### src/sv/dwc_pkg.sv
`timescale 1ns / 1ps
`default_nettype none
// ----------------------------------------------------------------------------
// dwc_pkg - shared types and constants of the weighed dose dispense controller
// Command, status and phase codes, field widths, register indexes and the
// structs that pass configuration and result status between the modules.
// ----------------------------------------------------------------------------
package dwc_pkg;

   localparam int VOL_W      = 16;
   localparam int DENSITY_W  = 12;
   localparam int SPM_W      = 8;
   localparam int PCT_W      = 7;
   localparam int TARGET_W   = 27;
   localparam int BUDGET_W   = 25;
   localparam int COUNT_W    = 16;
   localparam int SERVO_W    = 8;
   localparam int CSR_IDX_W  = 2;
   localparam int CSR_DATA_W = 12;

   localparam logic [TARGET_W-1:0]  TARGET_MAX   = {TARGET_W{1'b1}};
   localparam logic [SERVO_W-1:0]   SERVO_OPEN   = 8'd96;
   localparam logic [SERVO_W-1:0]   SERVO_CLOSED = 8'd32;
   localparam logic [PCT_W-1:0]     PCT_FULL     = 7'd100;

   localparam logic [DENSITY_W-1:0] DENSITY_RESET = 12'd1330;
   localparam logic [SPM_W-1:0]     SPM_RESET     = 8'd2;
   localparam logic [PCT_W-1:0]     PCT_RESET     = 7'd20;

   localparam logic [CSR_IDX_W-1:0] CSR_DENSITY = 2'd0;
   localparam logic [CSR_IDX_W-1:0] CSR_SPM     = 2'd1;
   localparam logic [CSR_IDX_W-1:0] CSR_PCT     = 2'd2;

   typedef enum logic [1:0] {
      CMD_START = 2'd0,
      CMD_TICK  = 2'd1,
      CMD_OPEN  = 2'd2,
      CMD_CLOSE = 2'd3
   } cmd_type;

   typedef enum logic [2:0] {
      ST_NONE    = 3'd0,
      ST_OK      = 3'd1,
      ST_PARTIAL = 3'd2,
      ST_CLOG    = 3'd3,
      ST_IGNORED = 3'd4
   } status_type;

   typedef enum logic [1:0] {
      PH_IDLE  = 2'd0,
      PH_DISP  = 2'd1,
      PH_FINAL = 2'd2,
      PH_ERROR = 2'd3
   } phase_type;

   typedef struct packed {
      logic [DENSITY_W-1:0] density;
      logic [SPM_W-1:0]     spm;
      logic [PCT_W-1:0]     pct;
   } cfg_type;

   typedef struct packed {
      status_type         status;
      logic               valve_on;
      phase_type          phase;
      logic               clog;
      logic [COUNT_W-1:0] dose_count;
   } stat_type;

endpackage : dwc_pkg
`default_nettype wire

### src/sv/dwc_engine.sv
`timescale 1ns / 1ps
`default_nettype none
// ----------------------------------------------------------------------------
// dwc_engine - dose state and single-pass update
// Holds the dose state and computes, from the item in the input register,
// the next state and the result status in one pass.
// ----------------------------------------------------------------------------
module dwc_engine
   import dwc_pkg::*;
#(
   parameter int WEIGHT_BITS = 26
) (
   input  wire                           clock,
   input  wire                           reset,
   input  wire                           fire,
   input  cfg_type                       cfg,
   input  cmd_type                       cmd,
   input  wire        [VOL_W-1:0]        volume,
   input  wire signed [WEIGHT_BITS-1:0]  weight,
   output stat_type                      res_stat,
   output logic signed [WEIGHT_BITS-1:0] res_weight
);

   // difference width: loss is one bit wider than a weight, target is 27 bits
   localparam int LW = (WEIGHT_BITS + 1 > TARGET_W + 1) ? WEIGHT_BITS + 1 : TARGET_W + 1;
   localparam int DW = LW + 1;
   localparam int PW = DW + PCT_W;

   phase_type                     phase_ff, phase_in;
   logic signed [WEIGHT_BITS-1:0] start_ff, start_in;
   logic [TARGET_W-1:0]           target_ff, target_in;
   logic [BUDGET_W-1:0]           budget_ff, budget_in;
   logic [BUDGET_W-1:0]           taken_ff, taken_in;
   logic                          valve_ff, valve_in;
   logic                          clog_ff, clog_in;
   logic [COUNT_W-1:0]            count_ff, count_in;
   logic signed [WEIGHT_BITS-1:0] good_ff, good_in;
   status_type                    status_in;

   logic                          busy;
   logic [VOL_W+DENSITY_W-1:0]    target_raw;
   logic [VOL_W+SPM_W-1:0]        budget_raw;
   logic [BUDGET_W-1:0]           taken_inc;
   logic signed [DW-1:0]          loss;
   logic signed [DW-1:0]          target_s;
   logic signed [DW-1:0]          diff;
   logic [DW-1:0]                 diff_abs;
   logic [PW-1:0]                 err_x100;
   logic [PCT_W+TARGET_W-1:0]     allow_raw;
   logic [PW-1:0]                 allow;
   logic                          clog_hit;

   always_comb begin
      busy       = (phase_ff == PH_DISP) || (phase_ff == PH_FINAL);
      target_raw = volume * cfg.density;
      budget_raw = volume * cfg.spm;
      taken_inc  = taken_ff + 1'b1;
      loss       = DW'(start_ff) - DW'(weight);
      target_s   = signed'(DW'(target_ff));
      diff       = loss - target_s;
      diff_abs   = diff[DW-1] ? DW'(-diff) : DW'(diff);
      // times 100 as 64 + 32 + 4
      err_x100   = (PW'(diff_abs) << 6) + (PW'(diff_abs) << 5) + (PW'(diff_abs) << 2);
      allow_raw  = cfg.pct * target_ff;
      allow      = PW'(allow_raw);
      if (target_ff != '0) begin
         clog_hit = err_x100 > allow;
      end else begin
         clog_hit = PCT_FULL > cfg.pct;
      end
   end

   always_comb begin
      phase_in  = phase_ff;
      start_in  = start_ff;
      target_in = target_ff;
      budget_in = budget_ff;
      taken_in  = taken_ff;
      valve_in  = valve_ff;
      clog_in   = clog_ff;
      count_in  = count_ff;
      good_in   = good_ff;
      status_in = ST_NONE;
      case (cmd)
         CMD_START: begin
            if (busy) begin
               status_in = ST_IGNORED;
            end else begin
               start_in  = weight;
               target_in = (target_raw > (VOL_W+DENSITY_W)'(TARGET_MAX)) ?
                           TARGET_MAX : TARGET_W'(target_raw);
               budget_in = BUDGET_W'(budget_raw);
               taken_in  = '0;
               if (budget_raw == '0) begin
                  valve_in = 1'b0;
                  phase_in = PH_FINAL;
               end else begin
                  valve_in = 1'b1;
                  phase_in = PH_DISP;
               end
            end
         end
         CMD_TICK: begin
            if (phase_ff == PH_DISP) begin
               taken_in = taken_inc;
               if (loss >= target_s) begin
                  valve_in  = 1'b0;
                  good_in   = weight;
                  phase_in  = PH_IDLE;
                  count_in  = count_ff + 1'b1;
                  status_in = ST_OK;
               end else if (taken_inc >= budget_ff) begin
                  valve_in = 1'b0;
                  phase_in = PH_FINAL;
               end
            end else if (phase_ff == PH_FINAL) begin
               if (clog_hit) begin
                  clog_in   = 1'b1;
                  phase_in  = PH_ERROR;
                  status_in = ST_CLOG;
               end else begin
                  phase_in  = PH_IDLE;
                  status_in = ST_PARTIAL;
               end
            end
         end
         CMD_OPEN, CMD_CLOSE: begin
            if (busy) begin
               status_in = ST_IGNORED;
            end else begin
               valve_in = (cmd == CMD_OPEN);
            end
         end
         default: begin
            status_in = ST_NONE;
         end
      endcase
   end

   always_ff @(posedge clock) begin
      if (reset) begin
         phase_ff  <= PH_IDLE;
         start_ff  <= '0;
         target_ff <= '0;
         budget_ff <= '0;
         taken_ff  <= '0;
         valve_ff  <= 1'b0;
         clog_ff   <= 1'b0;
         count_ff  <= '0;
         good_ff   <= '0;
      end else if (fire) begin
         phase_ff  <= phase_in;
         start_ff  <= start_in;
         target_ff <= target_in;
         budget_ff <= budget_in;
         taken_ff  <= taken_in;
         valve_ff  <= valve_in;
         clog_ff   <= clog_in;
         count_ff  <= count_in;
         good_ff   <= good_in;
      end
   end

   always_comb begin
      res_stat.status     = status_in;
      res_stat.valve_on   = valve_in;
      res_stat.phase      = phase_in;
      res_stat.clog       = clog_in;
      res_stat.dose_count = count_in;
      res_weight          = good_in;
   end

endmodule : dwc_engine
`default_nettype wire

### src/sv/weighed_dose_dispense_controller_unit.sv
`timescale 1ns / 1ps
`default_nettype none
// ----------------------------------------------------------------------------
// weighed_dose_dispense_controller_unit - weighed dose valve controller
// Opens a valve on a start command, watches load cell weight samples and
// closes it on target weight loss or sample budget timeout, reporting
// success, partial dose or clog.
// ----------------------------------------------------------------------------
//
//  Channel | Direction | Handshake        | Contents
//  --------+-----------+------------------+--------------------------------
//  req     | in        | tvalid / tready  | tuser: command; tdata: volume,
//          |           |                  | weight
//  rsp     | out       | tvalid / tready  | tdata: one result item per item
//  csr     | in        | csr_we           | register index and write data
//
//  rsp_tvalid rises once an accepted item has gone through one input
//  register, one pass of the dose update and one result register.
//  One item per cycle is sustained while rsp is ready; the update of the dose
//  state is a single pass, so each item sees the state left by the one before it.
//  rsp stalls hold the result register; the input register still takes one
//  more item, then req_tready drops until the result is taken.
//  Synchronous reset clears the dose state, counters, sticky clog flag and
//  restores the register defaults.
//
module weighed_dose_dispense_controller_unit
   import dwc_pkg::*;
#(
   parameter  int WEIGHT_BITS = 26,
   localparam int REQ_USED    = VOL_W + WEIGHT_BITS,
   localparam int REQ_DATA_W  = ((REQ_USED + 7) / 8) * 8,
   localparam int RSP_USED    = 3 + 1 + SERVO_W + 2 + 1 + COUNT_W + WEIGHT_BITS,
   localparam int RSP_DATA_W  = ((RSP_USED + 7) / 8) * 8
) (
   input  wire                   clock,
   input  wire                   reset,
   // request channel
   input  wire                   req_tvalid,
   output logic                  req_tready,
   input  wire [REQ_DATA_W-1:0]  req_tdata,   // volume_ml, weight_mg, zero pad
   input  wire [1:0]             req_tuser,   // command
   // result channel
   output logic                  rsp_tvalid,
   input  wire                   rsp_tready,
   output logic [RSP_DATA_W-1:0] rsp_tdata,   // status, valve_is_open,
                                              // servo_compare, phase, clog_flag,
                                              // dose_count, final_weight_mg, pad
   // configuration writes
   input  wire                   csr_we,
   input  wire [CSR_IDX_W-1:0]   csr_index,
   input  wire [CSR_DATA_W-1:0]  csr_wdata
);

   // configuration registers
   cfg_type cfg_ff;

   always_ff @(posedge clock) begin
      if (reset) begin
         cfg_ff.density <= DENSITY_RESET;
         cfg_ff.spm     <= SPM_RESET;
         cfg_ff.pct     <= PCT_RESET;
      end else if (csr_we) begin
         case (csr_index)
            CSR_DENSITY: cfg_ff.density <= csr_wdata[DENSITY_W-1:0];
            CSR_SPM:     cfg_ff.spm     <= csr_wdata[SPM_W-1:0];
            CSR_PCT:     cfg_ff.pct     <= csr_wdata[PCT_W-1:0];
            default:     cfg_ff         <= cfg_ff;
         endcase
      end
   end

   // input register
   logic                          in_valid_ff, in_valid_in;
   cmd_type                       in_cmd_ff;
   logic [VOL_W-1:0]              in_vol_ff;
   logic signed [WEIGHT_BITS-1:0] in_weight_ff;

   // result register
   logic                          out_valid_ff, out_valid_in;
   stat_type                      out_stat_ff;
   logic signed [WEIGHT_BITS-1:0] out_weight_ff;

   logic                          req_fire;
   logic                          advance;
   stat_type                      res_stat;
   logic signed [WEIGHT_BITS-1:0] res_weight;

   // advance the held item whenever the result register is free or draining
   always_comb begin
      advance      = in_valid_ff && (!out_valid_ff || rsp_tready);
      req_tready   = !in_valid_ff || advance;
      req_fire     = req_tvalid && req_tready;
      in_valid_in  = req_fire || (in_valid_ff && !advance);
      out_valid_in = advance || (out_valid_ff && !rsp_tready);
   end

   always_ff @(posedge clock) begin
      if (reset) begin
         in_valid_ff  <= 1'b0;
         out_valid_ff <= 1'b0;
      end else begin
         in_valid_ff  <= in_valid_in;
         out_valid_ff <= out_valid_in;
      end
   end

   // payload registers: hold unless loaded
   always_ff @(posedge clock) begin
      if (req_fire) begin
         in_cmd_ff    <= cmd_type'(req_tuser);
         in_vol_ff    <= req_tdata[VOL_W-1:0];
         in_weight_ff <= req_tdata[REQ_USED-1:VOL_W];
      end
      if (advance) begin
         out_stat_ff   <= res_stat;
         out_weight_ff <= res_weight;
      end
   end

   dwc_engine #(
      .WEIGHT_BITS (WEIGHT_BITS)
   ) u_engine (
      .clock      (clock),
      .reset      (reset),
      .fire       (advance),
      .cfg        (cfg_ff),
      .cmd        (in_cmd_ff),
      .volume     (in_vol_ff),
      .weight     (in_weight_ff),
      .res_stat   (res_stat),
      .res_weight (res_weight)
   );

   // pack the result item, lowest field first, zero pad on top
   always_comb begin
      rsp_tvalid = out_valid_ff;
      rsp_tdata  = '0;
      rsp_tdata[RSP_USED-1:0] = {
         out_weight_ff,
         out_stat_ff.dose_count,
         out_stat_ff.clog,
         out_stat_ff.phase,
         (out_stat_ff.valve_on ? SERVO_OPEN : SERVO_CLOSED),
         out_stat_ff.valve_on,
         out_stat_ff.status
      };
   end

   // a dose in progress always has the valve commanded open
   a_disp_valve_open : assert property (@(posedge clock) disable iff (reset)
      (out_valid_ff && out_stat_ff.phase == PH_DISP) |-> out_stat_ff.valve_on)
      else $error("dispensing phase reported with valve closed");

   // awaiting the final sample means the valve has been shut
   a_final_valve_closed : assert property (@(posedge clock) disable iff (reset)
      (out_valid_ff && out_stat_ff.phase == PH_FINAL) |-> !out_stat_ff.valve_on)
      else $error("final sample phase reported with valve open");

   // a clog result lands in the error phase with the sticky flag set
   a_clog_error : assert property (@(posedge clock) disable iff (reset)
      (out_valid_ff && out_stat_ff.status == ST_CLOG) |->
      (out_stat_ff.clog && out_stat_ff.phase == PH_ERROR))
      else $error("clog result without sticky flag or error phase");

   // a successful dose closes the valve and returns to idle
   a_ok_idle : assert property (@(posedge clock) disable iff (reset)
      (out_valid_ff && out_stat_ff.status == ST_OK) |->
      (!out_stat_ff.valve_on && out_stat_ff.phase == PH_IDLE))
      else $error("dose ok result with valve open or not idle");

endmodule : weighed_dose_dispense_controller_unit
`default_nettype wire

### config.mk
export PLATFORM = sky130hd
export DESIGN_NAME = weighed_dose_dispense_controller_unit
export DESIGN_NICKNAME = d
export VERILOG_FILES = /design/src/sv/dwc_pkg.sv /design/src/sv/dwc_engine.sv /design/src/sv/weighed_dose_dispense_controller_unit.sv
export SDC_FILE = /design/constraint.sdc
export NUM_CORES = 2
export LEC_CHECK = 0
export BUFFER_PORTS_ARGS = -buffer_cell sky130_fd_sc_hd__buf_2
export CORE_MARGIN = 3
export CORE_UTILIZATION = 55
export CTS_BUF_LIST = sky130_fd_sc_hd__clkbuf_4
export DETAILED_ROUTE_END_ITERATION = 10
export PLACE_DENSITY_LB_ADDON = 0.1
export SETUP_SLACK_MARGIN = 0.15
export SYNTH_ARGS = -nofsm -noshare
export SYNTH_HDL_FRONTEND = slang
export SYNTH_SLANG_ARGS = --single-unit
### constraint.sdc
create_clock -name clock -period 13.4 [get_ports clock]
set_input_delay 2.68 -clock clock [delete_from_list [all_inputs] [get_ports clock]]
set_output_delay 2.68 -clock clock [all_outputs]
set_load 0.01 [all_outputs]
-- Yosys cells after proc, flatten, opt, wreduce, memory -nomap -nowiden
Cells that the tools add are included.
- flip-flop bits (word level): 270
- input port bits: 69
- output and inout port bits: 66
- logic and storage cells: 111
- add/subtract/negate cells: 7
- multipliers: 3
- magnitude comparators: 5
- eq/ne operators: 9
- mux-type cells: 38
- bitwise operators: 1
- reduce and logical (&&, ||, !) cells: 25
- operators by type and width (operator ; number):
    26-bit 2-to-1 mux ; 3
    25-bit 2-to-1 mux ; 2
    25-bit one-hot mux with 2 select lines ; 1
    16-bit 2-to-1 mux ; 3
    35-bit by 34-bit adder with 36-bit output ; 1
    36-bit by 31-bit adder with 36-bit output ; 1
    36-bit by 34-bit > comparator with 1-bit output ; 1
    7-bit by 27-bit multiplier with 34-bit output ; 1
    29-bit by 28-bit greater-or-equal comparator with 1-bit output ; 1
    29-bit 2-to-1 mux ; 1
    29-bit negation ; 1
    29-bit by 28-bit subtractor with 29-bit output ; 1
    28-bit by 27-bit > comparator with 1-bit output (second input constant) ; 1
    16-bit by 12-bit multiplier with 28-bit output ; 1
    27-bit 2-to-1 mux ; 1
    27-bit nonzero test ; 1
    26-bit by 26-bit subtractor with 27-bit output ; 1
    25-bit by 1-bit adder with 25-bit output (second input constant) ; 1
    25-bit by 24-bit greater-or-equal comparator with 1-bit output ; 1
    24-bit logical NOT ; 1
    16-bit by 8-bit multiplier with 24-bit output ; 1
    16-bit by 1-bit adder with 16-bit output (second input constant) ; 1
    2-bit 2-to-1 mux ; 7
    1-bit 2-to-1 mux ; 13
    21 further kinds ; 41

-- Logic depth before layout (Yosys ltp)
- depth after elaboration: 12
- gate-level depth with buffers: 49

-- Modules after synthesis
From an unflattened synthesis, not the netlist that was laid out.
- cell total of the unflattened synthesis: 3937
- area, all modules: 33525.9 µm²
- by module, submodules not included (module ; times used ; cells each ; area each (µm²)):
    dwc_engine ; 1 ; 3707 ; 29409.5
    weighed_dose_dispense_controller_unit ; 1 ; 230 ; 4116.4

-- Worst setup path before layout
Ideal clock, no wire load.
- kind: register to register
- from: register in_weight_ff[0]
- to: register u_engine.phase_ff[0]
- arrival: 9.792 ns
- setup slack: 3.478 ns
- stages on the path, launching flop included: 46
- clock period less this slack: 9.922 ns
- cells stage by stage: edfxtp_1 -> ha_1 -> inv_1 -> fa_1 -> a211oi_1 -> o21ai_0 -> a31oi_1 -> o22ai_1 -> a221o_1 -> a21oi_1 -> xnor2_1 -> ha_1 -> clkbuf_1 -> a21oi_1 -> o21bai_1 -> a21oi_1 -> o21ai_0 -> a221oi_1 -> (+10 left out) -> o21a_1 -> o21ai_0 -> nand2_1 -> a21oi_1 -> o21ai_0 -> a21oi_1 -> xnor2_1 -> ha_1 -> nand4_1 -> nor4_1 -> nand3_1 -> o21ai_0 -> o2111a_1 -> nand4_1 -> o311ai_0 -> nor3_1 -> a2111oi_0 -> nor3_1
- word-level cells in the longest chain between the ends: 12
- elaborated cells between the ends (all ways): 14
- classes of those cells: add/sub (5); order compare (2); mux (7)
- ends and longest elaborated chain (item ; RTL line ; RTL):
    from (decl) ; weighed_dose_dispense_controller_unit.sv:76 ; logic signed [WEIGHT_BITS-1:0] in_weight_ff;
    from (signal assigned) ; weighed_dose_dispense_controller_unit.sv:112 ; in_weight_ff <= req_tdata[REQ_USED-1:VOL_W];
    26-bit by 26-bit subtractor with 27-bit output (*) ; dwc_engine.sv:58 ; loss = DW'(start_ff) - DW'(weight);
    29-bit by 28-bit subtractor with 29-bit output ; dwc_engine.sv:60 ; diff = loss - target_s;
    29-bit negation ; dwc_engine.sv:61 ; diff_abs = diff[DW-1] ? DW'(-diff) : DW'(diff);
    29-bit 2-to-1 mux ; dwc_engine.sv:61 ;
    35-bit by 34-bit adder with 36-bit output ; dwc_engine.sv:63 ; err_x100 = (PW'(diff_abs) << 6) + (PW'(diff_abs) << 5) + (PW'(diff_abs) << 2);
    36-bit by 31-bit adder with 36-bit output ; dwc_engine.sv:63 ;
    36-bit by 34-bit > comparator with 1-bit output ; dwc_engine.sv:67 ; clog_hit = err_x100 > allow;
    1-bit 2-to-1 mux ; dwc_engine.sv:66 ; if (target_ff != '0) begin
    2-bit 2-to-1 mux ; dwc_engine.sv:117 ; if (clog_hit) begin
    2-bit 2-to-1 mux ; dwc_engine.sv:116 ; end else if (phase_ff == PH_FINAL) begin
    2-bit 2-to-1 mux (*) ; dwc_engine.sv:104 ; if (phase_ff == PH_DISP) begin
    2-bit one-hot mux with 2 select lines (*) ; dwc_engine.sv:84 ; case (cmd)
    to (signal assigned) ; dwc_engine.sv:152 ; phase_ff <= phase_in;
    to (decl) ; dwc_engine.sv:29 ; phase_type phase_ff, phase_in;
Every way passes the cells marked *; elsewhere a longest branch is shown, timed or not.
A chain may end at the register's enable or synchronous reset.

-- Worst setup path after layout
Same ends and word-level chain as after synthesis.

==> summary.md <==
The flow ran to the end, and the final reports show no timing, DRC or antenna violations. The category of the critical setup timing path is reg -> reg. The worst clock skew was 0.0809 ns. The startpoint type of the worst setup path was a flip-flop. The run gives 83.3 MHz as the achievable clock frequency. The port buffer count came out at 114. In this run the vertical extent of the chip is 252 um. Number of max-slew violations in the final report: 0.

At the worst endpoint, the arrival time is 12.61 ns. The cell count after synthesis came out at 3954. In this run the standard cell core region covers 59500 um2.

The HPWL after detailed placement is 64.2 mm. Once routing completed, OpenROAD measured the worst setup slack at 1.40 ns. After synthesis the cells add up to 33400 um2.

The final critical-path share of the clock period was 0.895. The ratio of cells with drive above 1 in the final layout is 0.0793, and the setup TNS after final layout is 0 ns. The layout overhead on the synthesized area came out at 5.82%. In this run the worst hold path is classified as reg -> reg. The placement row count came out at 89. After detailed routing, the number of remaining DRC violations is 0. The run gives 0.190 as the portion of the post-synthesis area used by sequential elements.

Master cell of the clock root buffer: clkbuf_4. In this run the worst setup path terminates at u_engine.phase_ff[0]. The first detailed-routing pass took 5 iterations.

Critical path startpoint: in_weight_ff[0]. Clock-pin slew of the registers on the worst-case setup and hold paths: 0.06 ns. The largest delay contributor family on the critical path is compound AO/OA/AOI/OAI gates. During synthesis, Yosys emitted a total of 0 warnings.

In this run, synthesis produced a sequential element count of 270. The initial antenna violation count was 2. In this run the worst path has a maximum fanout of 23. The stage delay of the slowest cell on the critical path was 0.68 ns.

The tightest hold path in the finished design has a slack of 0.453 ns. Registers take 6340 um2. The number of buffers and inverters on the critical path was 3; the post-placement cell area was 34300 um2. Pin placement for this block handled 135 I/O pins. The critical path's slowest cell is o21ai_0. Counting instances in the post-synthesis netlist gives the leading cell types as 656 x nand2_1, 508 x inv_1, 367 x fa_1, 325 x ha_1, 248 x a21oi_1.

The worst setup path is captured at a flip-flop. From left edge to right edge, the die measures 252 um. The number of cells on the worst reg-to-reg path is 42. After global routing the overflow that remains totals 0. After synthesis, the mean cell area works out to 8.44 um2. Summing all multi-input logic gate instances after layout gives 24300 um2. The die covers 63600 um2. The async set-or-reset flop fraction in the synthesized netlist is 0, and the TritonCTS buffer count is 77. Summed over all cells, the static leakage comes to 16.6 nW.

The clock drives 270 sinks. The worst max-slew margin expressed relative to the limit came out at 0.234. The run gives 26800 as the number of global-route vias before repair. At the end of the flow, the number of nets in the layout was 4736. The pin slew with the least headroom to its limit is 1.14 ns. The first global-routing pass estimated 138 mm of wire. Power density of the placed cells: 163 nW/um2. Worst reg2reg path endpoint: u_engine.phase_ff[0]. The run gives 14.02 ns as the worst endpoint required time.

TritonCTS built the clock tree. The largest total area in the synthesized netlist belongs to fa_1. Entering global routing, the biggest net connects 97 pins. Dividing the detail-routed wire length by the instance count gives 17.4 um.

After the first detailed-routing iteration, the DRC count stood at 1687. Dominant cell by count in the synthesized netlist: nand2_1. The detail route stage leaves a number of antenna-violating nets equal to 0.

The run gives 0 as the number of hold violations in the final report. Setup repair after global routing left no endpoint under its margin. In this run, synthesis inferred 93 flip-flops with an integrated enable.

For the setup slack of the most critical reg-to-reg path, the log shows 1.40 ns. In the routed layout, each cell is associated on average with a via count of 5.64. The count of unique library cells instantiated by Yosys is 96. The worst path needs 12.00 ns of the cycle, external delays included.

The worst slack at placement is 1.63 ns. After filler insertion, the fill cell instance count of the layout stands at 5608. The H-tree was split into 3 levels.

The number of cells on the critical path was 42. The count of maximum capacitance violations is 0. At the later pin of the worst-skew pair, clock insertion delay measures 0.82 ns. The share of the synthesized area in the top cell type was 0.220. With fillers left out, the area of the finished cells amounts to 35300 um2. The tools report the starting density of the core as 0.561. VDD sags by at most 210 uV. The tools report the routability-driven placement congestion ratio as 0.894. Sorting the synthesized cells by area gives the leading types as fa_1 22%, ha_1 12%, dfxtp_1 11%, edfxtp_1 8.4%, nand2_1 7.4%. The leading register cell type out of synthesis is dfxtp_1. Global-route total usage across every layer: 0.269. In this run the deepest clock path goes through 3 buffers. The run gives 27100 as the number of vias after detailed routing.

Final cell utilization of the core: 0.594. The worst register-to-register path begins at in_weight_ff[0]. The final-report setup violation count was 0; the routed wire length was 83.6 mm.
per-layer routing:
layer,global-route usage,vias up,wire length (um)
met5,0,-,0
met4,0.0829,0,2590
met3,0.0384,128,4310
met2,0.438,637,38800
met1,0.373,13200,37900
li1,-,13100,-
stage by stage:
| stage | power, mW | cells |
|---|---|---|
| 3_5_place_dp | 4.93 | 4669 |
| 3_3_place_gp | 4.88 | 4669 |
| 5_1_grt | 6.39 | 4810 |
| 4_1_cts | 5.76 | 4808 |
| 6_report | 5.74 | 4810 |
| 2_1_floorplan | 4.06 | 3966 |
state kept, by name, indices dropped and copies added (netlist names), 16 cells and up:
signal	count
cfg_ff	27
u_engine.target_ff	27
in_weight_ff	26
out_weight_ff	26
u_engine.good_ff	26
u_engine.start_ff	26
u_engine.taken_ff	25
u_engine.budget_ff	24
rsp_tdata	23
in_vol_ff	16
u_engine.count_ff	16
final cells by class:
type                       instances  area share
multi-input combinational       2981       0.689
tap                              773      0.0274
clock buffer                     118      0.0251
sequential                       270       0.180
antenna                            2    0.000142
inverter                         509      0.0541
timing repair buffer             136      0.0210
clock inverter                    21     0.00319
cell usage in the layout, fill, tap and decap left out, types with 70 or more instances in the layout:
master,netlist,final
fa_1,367,367
dfxtp_1,177,177
xor2_1,79,79
buf_2,5,113
o21ai_0,123,123
edfxtp_1,93,93
xnor2_1,133,133
nor2_1,187,185
nand2_1,656,656
and2_1,158,157
inv_1,508,507
clkbuf_4,0,118
a21oi_1,248,248
ha_1,325,325
nor3_1,70,70
how the worst min path moves through the flow:
stage / startpoint / endpoint / depth (start not counted)
2_1_floorplan: u_engine.budget_ff[11] / u_engine.budget_ff[11] / 2
3_3_place_gp: u_engine.good_ff[24] / u_engine.good_ff[24] / 2
3_5_place_dp: u_engine.budget_ff[7] / u_engine.budget_ff[7] / 2
4_1_cts: u_engine.good_ff[10] / u_engine.good_ff[10] / 2
5_1_grt: u_engine.good_ff[1] / u_engine.good_ff[1] / 2
6_report: u_engine.budget_ff[18] / u_engine.budget_ff[18] / 2
worst register-to-register path: cells and delay by family (launching register included):
family | cells | cell delay, ns
AO/OA/AOI/OAI | 20 | 5.65
adder cells (fa/ha/maj) | 7 | 2.56
AND/OR/NAND/NOR | 10 | 2.31
buffers and inverters | 3 | 0.55
flip-flops | 1 | 0.48
XOR/XNOR | 2 | 0.27
power breakdown:
group	switching (mW)	leakage (nW)	internal [mW]
clock	0.377	0.600	0.406
sequential	0.0520	2.32	0.876
combinational	2.31	13.7	1.72
total	2.74	16.6	3.00
kinds of logic after synthesis:
group | after synthesis | synth area share
compound gates | 713 | 0.139
flops | 270 | 0.190
xor+xnor | 214 | 0.0566
buf+inv | 715 | 0.0827
mux | 11 | 0.00330
other cells | 2 | 0.000225
fa+ha+maj | 692 | 0.342
simple gates | 1337 | 0.186
repair_timing:
| action | 4_1_cts | 5_1_grt |
|---|---|---|
| hold buffers | 0 | 0 |
| endpoints found under the setup margin | 0 | 1 |
| buffers inserted | 0 | 0 |
| gates resized for setup | 0 | 1 |
Power figures use the tool's default switching activity.
